`src/sv/skse_pkg.sv`:
```
`timescale 1ns / 1ps
`default_nettype none
// ----------------------------------------------------------------------------
// Sorted key set package
// Request codes, key width and the control word shared by the cell chain.
// ----------------------------------------------------------------------------
package skse_pkg;

    localparam int KEY_W = 16;
    localparam int MODE_W = 2;

    // Keys compared per first-level group of the match tree.
    localparam int GRP_SIZE = 32;

    localparam logic [MODE_W-1:0] MODE_MEMBER = 2'd0;
    localparam logic [MODE_W-1:0] MODE_INSERT = 2'd1;
    localparam logic [MODE_W-1:0] MODE_DELETE = 2'd2;

    // Control word broadcast from the sequencer to every cell.
    typedef struct packed {
        logic cmp;   // capture the less-than flag against the broadcast key
        logic ins;   // open a slot at the insert position and shift up
        logic del;   // close the slot of the matching key and shift down
    } cell_ctrl_t;

endpackage : skse_pkg
`default_nettype wire

```
`src/sv/skse_cell.sv`:
```
`timescale 1ns / 1ps
`default_nettype none
// ----------------------------------------------------------------------------
// Sorted key set cell
// Holds one slot of the sorted key list and trades keys with its neighbors.
// ----------------------------------------------------------------------------
module skse_cell #(
    parameter int unsigned INDEX = 0,
    parameter int          CNT_W = 11
) (
    input  wire                          clk,
    input  wire skse_pkg::cell_ctrl_t    ctrl,
    input  wire [skse_pkg::KEY_W-1:0]    key,
    input  wire [CNT_W-1:0]              count,
    input  wire                          prev_lt,
    input  wire [skse_pkg::KEY_W-1:0]    prev_key,
    input  wire [skse_pkg::KEY_W-1:0]    next_key,
    output logic [skse_pkg::KEY_W-1:0]   key_q,
    output logic                         lt_q,
    output logic                         eq
);

    logic [skse_pkg::KEY_W-1:0] key_reg;
    logic [skse_pkg::KEY_W-1:0] key_next;
    logic                       lt_reg;
    logic                       lt_next;
    logic                       occupied;
    logic                       lt_now;

    always_comb
    begin
        occupied = CNT_W'(INDEX) < count;
        eq       = occupied && (key_reg == key);
        lt_now   = occupied && (key_reg < key);
        lt_next  = ctrl.cmp ? lt_now : lt_reg;

        // Cells at or above the insert/delete position move; the rest hold.
        key_next = key_reg;
        if (ctrl.ins && !lt_reg)
        begin
            key_next = prev_lt ? key : prev_key;
        end
        else if (ctrl.del && !lt_reg)
        begin
            key_next = next_key;
        end
    end

    always_ff @(posedge clk)
    begin
        key_reg <= key_next;
        lt_reg  <= lt_next;
    end

    assign key_q = key_reg;
    assign lt_q  = lt_reg;

endmodule : skse_cell
`default_nettype wire

```
`config.mk`:
```
export PLATFORM = sky130hd
export DESIGN_NAME = skse_cell
export DESIGN_NICKNAME = d
export VERILOG_FILES = /design/src/sv/skse_pkg.sv /design/src/sv/skse_cell.sv
export SDC_FILE = /design/constraint.sdc
export NUM_CORES = 1
export LEC_CHECK = 0
export BUFFER_PORTS_ARGS = -buffer_cell sky130_fd_sc_hd__buf_2
export CORE_ASPECT_RATIO = 0.75
export CORE_MARGIN = 5
export CORE_UTILIZATION = 39
export DETAILED_ROUTE_END_ITERATION = 8
export GPL_TIMING_DRIVEN = 0
export HOLD_SLACK_MARGIN = 0.06
export PLACE_DENSITY_LB_ADDON = 0.12
export SYNTH_ARGS = -nofsm -noshare
export SYNTH_HDL_FRONTEND = slang
export SYNTH_SLANG_ARGS = --single-unit
export TNS_END_PERCENT = 20
```
`constraint.sdc`:
```
create_clock -name clk -period 2 [get_ports clk]
set_input_delay 0.1 -clock clk [delete_from_list [all_inputs] [get_ports clk]]
set_output_delay 0.1 -clock clk [all_outputs]
set_load 0.02 [all_outputs]
```
* Word-level counts from Yosys, hierarchy flattened
Cells that the tools add are included.
** Cells by class
- $lt $le $gt $ge :: 2
- Equal/unequal tests :: 1
- Muxes and demuxes :: 3
- Reduce and logical (&&, ||, !) cells :: 6
** Operators by type and width (count)
- 2-to-1 mux 16 bit :: 3
- equality test 16 bit :: 1
- less-than comparator 16 bit :: 1
- less-than comparator 1 x 11 -> 1 bit, first input constant :: 1
- logical AND 1 bit :: 4
- nonzero test 2 bit :: 1
- zero test 1 bit :: 1
** Word-level totals
- Register bits :: 17
- Output and inout bits :: 18
- Logic and storage cells :: 14

* Logic depth before layout (Yosys ltp)
Gate-level depths: netlist (run 1).
- Depth after elaboration :: 4
- Gate-level depth with buffers :: 6
- Gate-level depth less buffers :: 6

* Worst setup path before layout (run 1)
Ideal clock, no wire load.
- Path type :: register to output
- Start point :: register key_reg (netlist bit key_q[14])
- End point :: output eq
- Arrival :: 1.699 ns
- Required time :: 1.900 ns
- Slack :: 0.201 ns
- Stages on the path, launching flop included :: 5
- Cells stage by stage :: edfxtp_1 > ha_1 > and4_4 > nand4_1 > nor3b_1
** On the way
- Word-level cells in the longest chain between the ends :: 2
** RTL lines
- start, declared :: RTL line skse_cell.sv:23 : logic [skse_pkg::KEY_W-1:0] key_reg;
- start signal, assigned :: RTL line skse_cell.sv:51 : key_reg <= key_next;
- equality test 16 bit :: RTL line skse_cell.sv:33 : eq = occupied && (key_reg == key);
- logical AND 1 bit :: RTL line skse_cell.sv:33
- end, declared :: RTL line skse_cell.sv:20 : output logic eq
No other way between the ends.

* Final worst setup path (run 1)
Ends and elaborated chain as after synthesis.

==> results.rst, run 1 <==
.. list-table::
   :header-rows: 1

   * - Metric
     - Value
   * - Fillers
     - 318
   * - Total number of clock tree sinks
     - 17
   * - Maximum clock insertion buffer count
     - 2
   * - Slowest cell delay on critical path
     - 0.40 ns
   * - Post-Synthesis Cells
     - 134
   * - Arr. time, crit path
     - 1.77 ns
   * - Signed area change from the synthesized netlist to the final layout
     - 39.11%
   * - Result of the run
     - finished clean
   * - Routed vias
     - 1,257
   * - Die area
     - 4596 sq um
   * - Number of inserted diodes
     - 0
   * - Net count of the mapped netlist
     - 214
   * - Req. time, crit path
     - 1.90 ns
   * - Total routed wirelength
     - 3503 um
   * - Leading cell types in the layout, fill and taps excluded
     - sky130_fd_sc_hd__buf_2, sky130_fd_sc_hd__nand2_1, sky130_fd_sc_hd__edfxtp_1
   * - Worst vdd ir
     - 0.3502 mV
   * - Overall Global Routing Usage
     - 14.61%
   * - Cell at the root of the clock tree
     - sky130_fd_sc_hd__clkbuf_8
   * - Min cycle time layout
     - 1.865 ns
   * - Slew Limit Headroom
     - 41.06%
   * - Distinct cell type count after synthesis
     - 27
   * - Power density cells
     - 584.3 nW/um^2
   * - Sequence of cells on the critical path
     - ha_1, and4_4, nand4_1, nor3b_1, buf_2
   * - Reg-to-reg setup timing slack
     - 0.41 ns
   * - Crit path launch type
     - register
   * - Count of buffers from port buffering
     - 80
   * - DP Worst Slack
     - 0.04128 ns
   * - Post-synthesis cell area
     - 1299 sq um
   * - Routed wire per std cell
     - 13.53 um
   * - Clock Pin Slew Worst Setup and Hold Paths
     - 0.07 ns
   * - Period utilisation layout
     - 93.26%
   * - Transition time of the tightest slew-check pin
     - 0.8832 ns
   * - Total setup violations reported at the end of the flow
     - 0
   * - Clock tree from TritonCTS
     - built
   * - Met3 demand-to-capacity share in global routing
     - 4.367%
   * - Final count of hold timing violations
     - 0
   * - # IOs
     - 82
   * - Endpoint type of the worst setup path
     - primary output
   * - Nets
     - 300
   * - Slowest library cell on the worst path
     - sky130_fd_sc_hd__edfxtp_1
   * - DR pass1 iterations
     - 4
   * - Fraction of final layout cells with drive strength greater than 1
     - 41.55%
   * - Routed Antenna Nets
     - 0
   * - Vias in the first global route
     - 1,243
   * - Postcts setup bufs
     - 0
   * - Largest fanout of any net on the critical path
     - 3
   * - # DRC
     - 0
   * - Width of the chip
     - 76.64 um
   * - Setup repair after global routing missed its margin
     - no
   * - Wire length of the first global-routing pass
     - 5437 um
   * - DR iter-0 viols
     - 56
   * - Post-DR vias/cell
     - 4.853
   * - Antenna violations before repair
     - 0
   * - Die extent in y
     - 59.98 um
   * - Setup TNS
     - 0 ns
   * - Most used routing layer in global routing
     - met2
   * - Post-Route Skew
     - 0.002357 ns
   * - Commonest non-fill, non-tap cell in the layout
     - sky130_fd_sc_hd__buf_2
   * - Met1 Track Usage GR
     - 17.36%
   * - GRT Residual Overflow
     - 0
   * - RD Place Congestion
     - 0.7180
   * - TritonCTS buffer count
     - 3
   * - M2 GR Usage
     - 26.59%
   * - Total core area
     - 3243 sq um
   * - Highest Clock Rate
     - 536.2 MHz
   * - Avg Cell Area, Syn
     - 9.692 sq um
   * - Cell row count
     - 18
   * - HPWL after DPL
     - 2890 um
   * - Total count of max-transition violations in the final report
     - 0
   * - Worst skew pair latency
     - 0.25 ns
   * - Warnings, synthesis
     - 0
   * - Maximum level of the CTS H-tree
     - 1
   * - Min setup slack post-route
     - 0.1349 ns
   * - Critical Setup Path Class
     - register to primary output
   * - Largest net degree at the start of global routing
     - 17
   * - Initial standard-cell utilization of the core
     - 40.05%
   * - Sequential-to-total area share from yosys stat
     - 39.31%
   * - Flop and latch count out of synthesis
     - 17
   * - Static Leakage
     - 0.9581 nW
   * - # Max-Cap Violations
     - 0
   * - Type of the most critical hold path
     - input pin to register
registers in the layout (all words and copies together), names as in the netlist:
register and cells:
lt_q 1, key_q 16
where the power goes:
| group | switching [W] | internal [W] |
|---|---|---|
| Combinational | 0.000186 | 0.000148 |
| Clock | 0.000120 | 0.000141 |
| Sequential | 0.0000191 | 0.000442 |
| Total | 0.000325 | 0.000731 |
through the flow:
step                      hold WS, ns  total power (W)  area [sq um]  cells  util [%]
after global routing           0.1429         0.001114          1807    259     55.71
after global placement         0.3103        0.0007961          1749    254     53.94
after CTS                      0.1268         0.001065          1804    259     55.63
after detailed placement       0.3144        0.0008047          1749    254     53.94
after floorplan                0.2125        0.0006646          1299    134         -
final                          0.1292         0.001056          1807    259     55.71
synthesized netlist by cell type:
master	n	area (sq um)
sky130_fd_sc_hd__and3_1	1	6.260
sky130_fd_sc_hd__nor4_2	1	12.51
sky130_fd_sc_hd__nor4_1	2	12.51
sky130_fd_sc_hd__edfxtp_1	17	510.5
sky130_fd_sc_hd__clkbuf_1	2	7.510
sky130_fd_sc_hd__nor3_1	1	5.000
sky130_fd_sc_hd__buf_2	2	10.01
sky130_fd_sc_hd__nand3_1	2	10.01
sky130_fd_sc_hd__ha_1	16	200.2
sky130_fd_sc_hd__o2111ai_1	1	8.760
sky130_fd_sc_hd__o21ai_2	1	8.760
sky130_fd_sc_hd__and4_4	1	11.26
sky130_fd_sc_hd__nand2_1	20	75.07
sky130_fd_sc_hd__and3b_1	1	8.760
sky130_fd_sc_hd__nor3b_1	1	7.510
sky130_fd_sc_hd__inv_1	16	60.06
sky130_fd_sc_hd__o21ai_1	16	80.08
sky130_fd_sc_hd__a21oi_2	1	8.760
sky130_fd_sc_hd__a21oi_1	7	35.03
sky130_fd_sc_hd__mux2i_1	16	160.2
sky130_fd_sc_hd__o211ai_1	1	7.510
sky130_fd_sc_hd__nor2b_1	1	6.260
sky130_fd_sc_hd__nand4_1	2	12.51
sky130_fd_sc_hd__and4_1	1	8.760
sky130_fd_sc_hd__nor2_1	2	7.510
sky130_fd_sc_hd__buf_6	1	11.26
sky130_fd_sc_hd__nand2b_1	1	6.260
per-layer routing:
layer | share of wire (%) | vias to the layer above
li1 | - | 652
met1 | 45 | 557
met2 | 46 | 46
met3 | 8.4 | 2
met4 | 0.37 | 0
met5 | 0 | -
cell families after synthesis:
| group | Yosys count | synth area share, % |
|---|---|---|
| DFF | 17 | 39.31 |
| adders and majority gates | 16 | 15.41 |
| and+or+nand+nor | 37 | 14.64 |
| buffers and inverters | 21 | 6.840 |
| muxes | 16 | 12.33 |
| AOI/OAI and AO/OA | 27 | 11.46 |
path summary, 6_finish.rpt:
kind | cells past startpoint | from | to
setup / recovery | 5 | key_q[14] | eq
hold / removal | 3 | next_key[1] | key_q[1]
setup reg to reg | 5 | key_q[14] | lt_q
hold reg to reg | 1 | lt_q | key_q[12]
critical path, delay by kind of cell, from the launching register on:
family / cells / cell delay [ns]
buf+inv: 1 / 0.20
fa+ha+maj: 1 / 0.31
simple gates: 3 / 0.61
flops: 1 / 0.40
area by class of cell:
type                    count  area (sq um)  share of cell area [%]
repair buffers             81         410.4                   22.71
plain buffers               5         28.78                   1.593
multi-input cells          96         701.9                   38.85
well taps                  40         50.05                   2.770
flip-flops and latches     17         510.5                   28.25
inverters                  16         60.06                   3.324
clock buffers               4         45.04                   2.493
what timing repair did:
item | CTS | global route
hold buffers | 1 | 0
hold endpoints to repair | 1 | 0
resized for setup | 0 | 0
Power figures use the tool's default switching activity.
==> run 2: changes to the inputs <==
CTS_BUF_LIST = sky130_fd_sc_hd__clkbuf_8   (was unset)
==> run 2 against run 1 <==
Effect of this change: clock-buffer cell count fell by 1; sequential power barely moved; total power fell by 0.43%; flip-flop and latch count did not move; die area did not move; clock power fell by 2%; final cell count did not move; via count did not move; worst setup slack got worse by 0.00076 ns; first-iteration DRC count did not move; final area did not move; maximum frequency barely moved; critical path type unchanged.
==> results.rst, run 2 (synthesized netlist as in run 1, its figures left out) <==
.. list-table::
   :header-rows: 1

   * - Metric
     - Value
   * - Result of the run
     - finished clean
   * - Clock Pin Slew Worst Setup and Hold Paths
     - 0.07 ns (about the same)
   * - Arr. time, crit path
     - 1.77 ns (about the same)
   * - Period utilisation layout
     - 93.29% (about the same)
   * - # DRC
     - 0 (unchanged)
   * - WHS
     - 0.1287 ns (-0.0005230 ns)
   * - Transition time of the tightest slew-check pin
     - 0.8848 ns (+0.001612 ns)
   * - RD Place Congestion
     - 0.7180 (unchanged)
   * - Postcts setup bufs
     - 0 (unchanged)
   * - Combinational group share of total power
     - 31.8% (+0.2 points)
   * - Routed wire per std cell
     - 13.52 um (about the same)
   * - Slew Limit Headroom
     - 40.95% (-0.11 points)
   * - Worst skew pair latency
     - 0.25 ns (about the same)
   * - Min setup slack post-route
     - 0.1341 ns (-0.0007600 ns)
   * - Maximum clock insertion buffer count
     - 2 (unchanged)
   * - Max FFs per register
     - 16 (unchanged)
   * - Slowest cell delay on critical path
     - 0.40 ns (about the same)
   * - Total routed wirelength
     - 3502 um (about the same)
   * - Power density cells
     - 581.9 nW/um^2 (-0.43%)
   * - Wire length of the first global-routing pass
     - 5437 um (unchanged)
   * - Type of the most critical hold path
     - input pin to register
   * - Storage element area
     - 510.5 sq um (unchanged)
   * - Total setup violations reported at the end of the flow
     - 0 (unchanged)
   * - Fraction of final layout cells with drive strength greater than 1
     - 41.55% (unchanged)
   * - Commonest non-fill, non-tap cell in the layout
     - sky130_fd_sc_hd__buf_2
   * - Cell total after placement
     - 254 (unchanged)
   * - # Max-Cap Violations
     - 0 (unchanged)
   * - Post-DR vias/cell
     - 4.853 (unchanged)
   * - Maximum level of the CTS H-tree
     - 1 (unchanged)
   * - Routed Antenna Nets
     - 0 (unchanged)
   * - Die extent in y
     - 59.98 um (unchanged)
   * - Area after DPL
     - 1749 sq um (unchanged)
   * - Routed vias
     - 1,257 (unchanged)
   * - Static Leakage
     - 0.9622 nW (+0.43%)
   * - Clk pwr share
     - 24.4% (-0.3 points)
   * - Multi-input combinational cell area
     - 701.9 sq um (unchanged)
   * - Number of inserted diodes
     - 0 (unchanged)
   * - Post-Route Skew
     - 0.002130 ns (-0.0002262 ns)
   * - Total number of clock tree sinks
     - 17 (unchanged)
   * - Final count of hold timing violations
     - 0 (unchanged)
   * - Die area
     - 4596 sq um (unchanged)
   * - DR pass1 iterations
     - 4 (unchanged)
   * - Slowest library cell on the worst path
     - sky130_fd_sc_hd__edfxtp_1
   * - Crit path launch type
     - register
   * - Min cycle time layout
     - 1.866 ns (+0.0007600 ns)
   * - Sequential share of power
     - 43.9% (+0.2 points)
   * - DP Worst Slack
     - 0.04128 ns (unchanged)
   * - Worst vdd ir
     - 0.3501 mV (about the same)
   * - Endpoint type of the worst setup path
     - primary output
   * - Fillers
     - 318 (unchanged)
   * - DR iter-0 viols
     - 56 (unchanged)
   * - Total count of max-transition violations in the final report
     - 0 (unchanged)
   * - Sequence of cells on the critical path
     - ha_1, and4_4, nand4_1, nor3b_1, buf_2
   * - Largest net degree at the start of global routing
     - 17 (unchanged)
   * - Layout Cell Area excl Fill
     - 1807 sq um (unchanged)
   * - Switching share of total power
     - 30.98% (+0.19 points)
   * - TritonCTS buffer count
     - 3 (unchanged)
   * - Internal power
     - 0.0007255 W (-0.70%)
   * - HPWL after DPL
     - 2890 um (unchanged)
   * - # IOs
     - 82 (unchanged)
   * - Leading cell types in the layout, fill and taps excluded
     - sky130_fd_sc_hd__buf_2, sky130_fd_sc_hd__nand2_1, sky130_fd_sc_hd__inv_1, sky130_fd_sc_hd__edfxtp_1
   * - Highest Clock Rate
     - 535.9 MHz (about the same)
   * - Non-filler cells, final
     - 259 (unchanged)
   * - GRT Residual Overflow
     - 0 (unchanged)
   * - Clock tree from TritonCTS
     - built
   * - Setup repair after global routing missed its margin
     - no
   * - Reg-to-reg setup timing slack
     - 0.41 ns (about the same)
   * - Antenna violations before repair
     - 0 (unchanged)
   * - Width of the chip
     - 76.64 um (unchanged)
   * - Largest fanout of any net on the critical path
     - 3 (unchanged)
   * - Vias in the first global route
     - 1,243 (unchanged)
   * - Critical Setup Path Class
     - register to primary output
   * - Setup TNS
     - 0 ns (unchanged)
   * - Initial standard-cell utilization of the core
     - 40.05% (unchanged)
   * - Switching power total
     - 0.0003257 W (+0.20%)
   * - Signed area change from the synthesized netlist to the final layout
     - 39.11% (unchanged)
   * - Cell row count
     - 18 (unchanged)
   * - Cell at the root of the clock tree
     - sky130_fd_sc_hd__clkbuf_8
   * - Nets
     - 300 (unchanged)
   * - Total core area
     - 3243 sq um (unchanged)
   * - Overall Global Routing Usage
     - 14.61% (unchanged)
   * - Count of buffers from port buffering
     - 80 (unchanged)
   * - Req. time, crit path
     - 1.90 ns (about the same)
## run 2: what timing repair did
action	CTS	global route
hold buffers	1	0
endpoints found under the hold margin	1	0
gates resized for setup	0	0
## run 2: area by class of cell
type	count	area share, %
Tap cell	40	2.770
Multi-Input combinational cell	96	38.85
Buffer	5	1.593
Inverter	16	3.324
Sequential cell	17	28.25
Clock inverter	1	0.2078
Clock buffer	3	2.285
Timing Repair Buffer	81	22.71
## run 2: power by group through the flow
stage,Clock (W),Combinational [W],Sequential [W]
final,0.000256,0.000334,0.000461
after global routing,0.000271,0.000373,0.000465
after CTS,0.000260,0.000338,0.000462
after detailed placement,0,0.000335,0.000469
after global placement,0,0.000329,0.000467
after floorplan,0,0.000156,0.000509
## run 2: path summary, 6_finish.rpt
path	startpoint	endpoint	cells after the start
worst max-delay path	key_q[14]	eq	5
worst min-delay path	next_key[1]	key_q[1]	3
worst max register to register	key_q[14]	lt_q	5
worst min register to register	lt_q	key_q[12]	1
## run 2: routing by layer
| layer | global-route usage, % | vias to the layer above | routed length [um] |
|---|---|---|---|
| met5 | 0 | - | 0 |
| met4 | 2.993 | 0 | 13 |
| met3 | 4.367 | 2 | 296 |
| met2 | 26.59 | 46 | 1629 |
| met1 | 17.36 | 557 | 1563 |
| li1 | - | 652 | - |
## run 2: critical path: cells and delay by family (launching register included)
family | cells | cell delay, ns
adders and majority gates | 1 | 0.31
buffers and inverters | 1 | 0.20
DFF | 1 | 0.40
and+or+nand+nor | 3 | 0.61
## run 2: metrics by stage
step / power, W / util [%]
2_1_floorplan: 0.0006646 / -
3_3_place_gp: 0.0007961 / 53.94
3_5_place_dp: 0.0008047 / 53.94
4_1_cts: 0.001060 / 55.63
5_1_grt: 0.001109 / 55.71
6_report: 0.001051 / 55.71
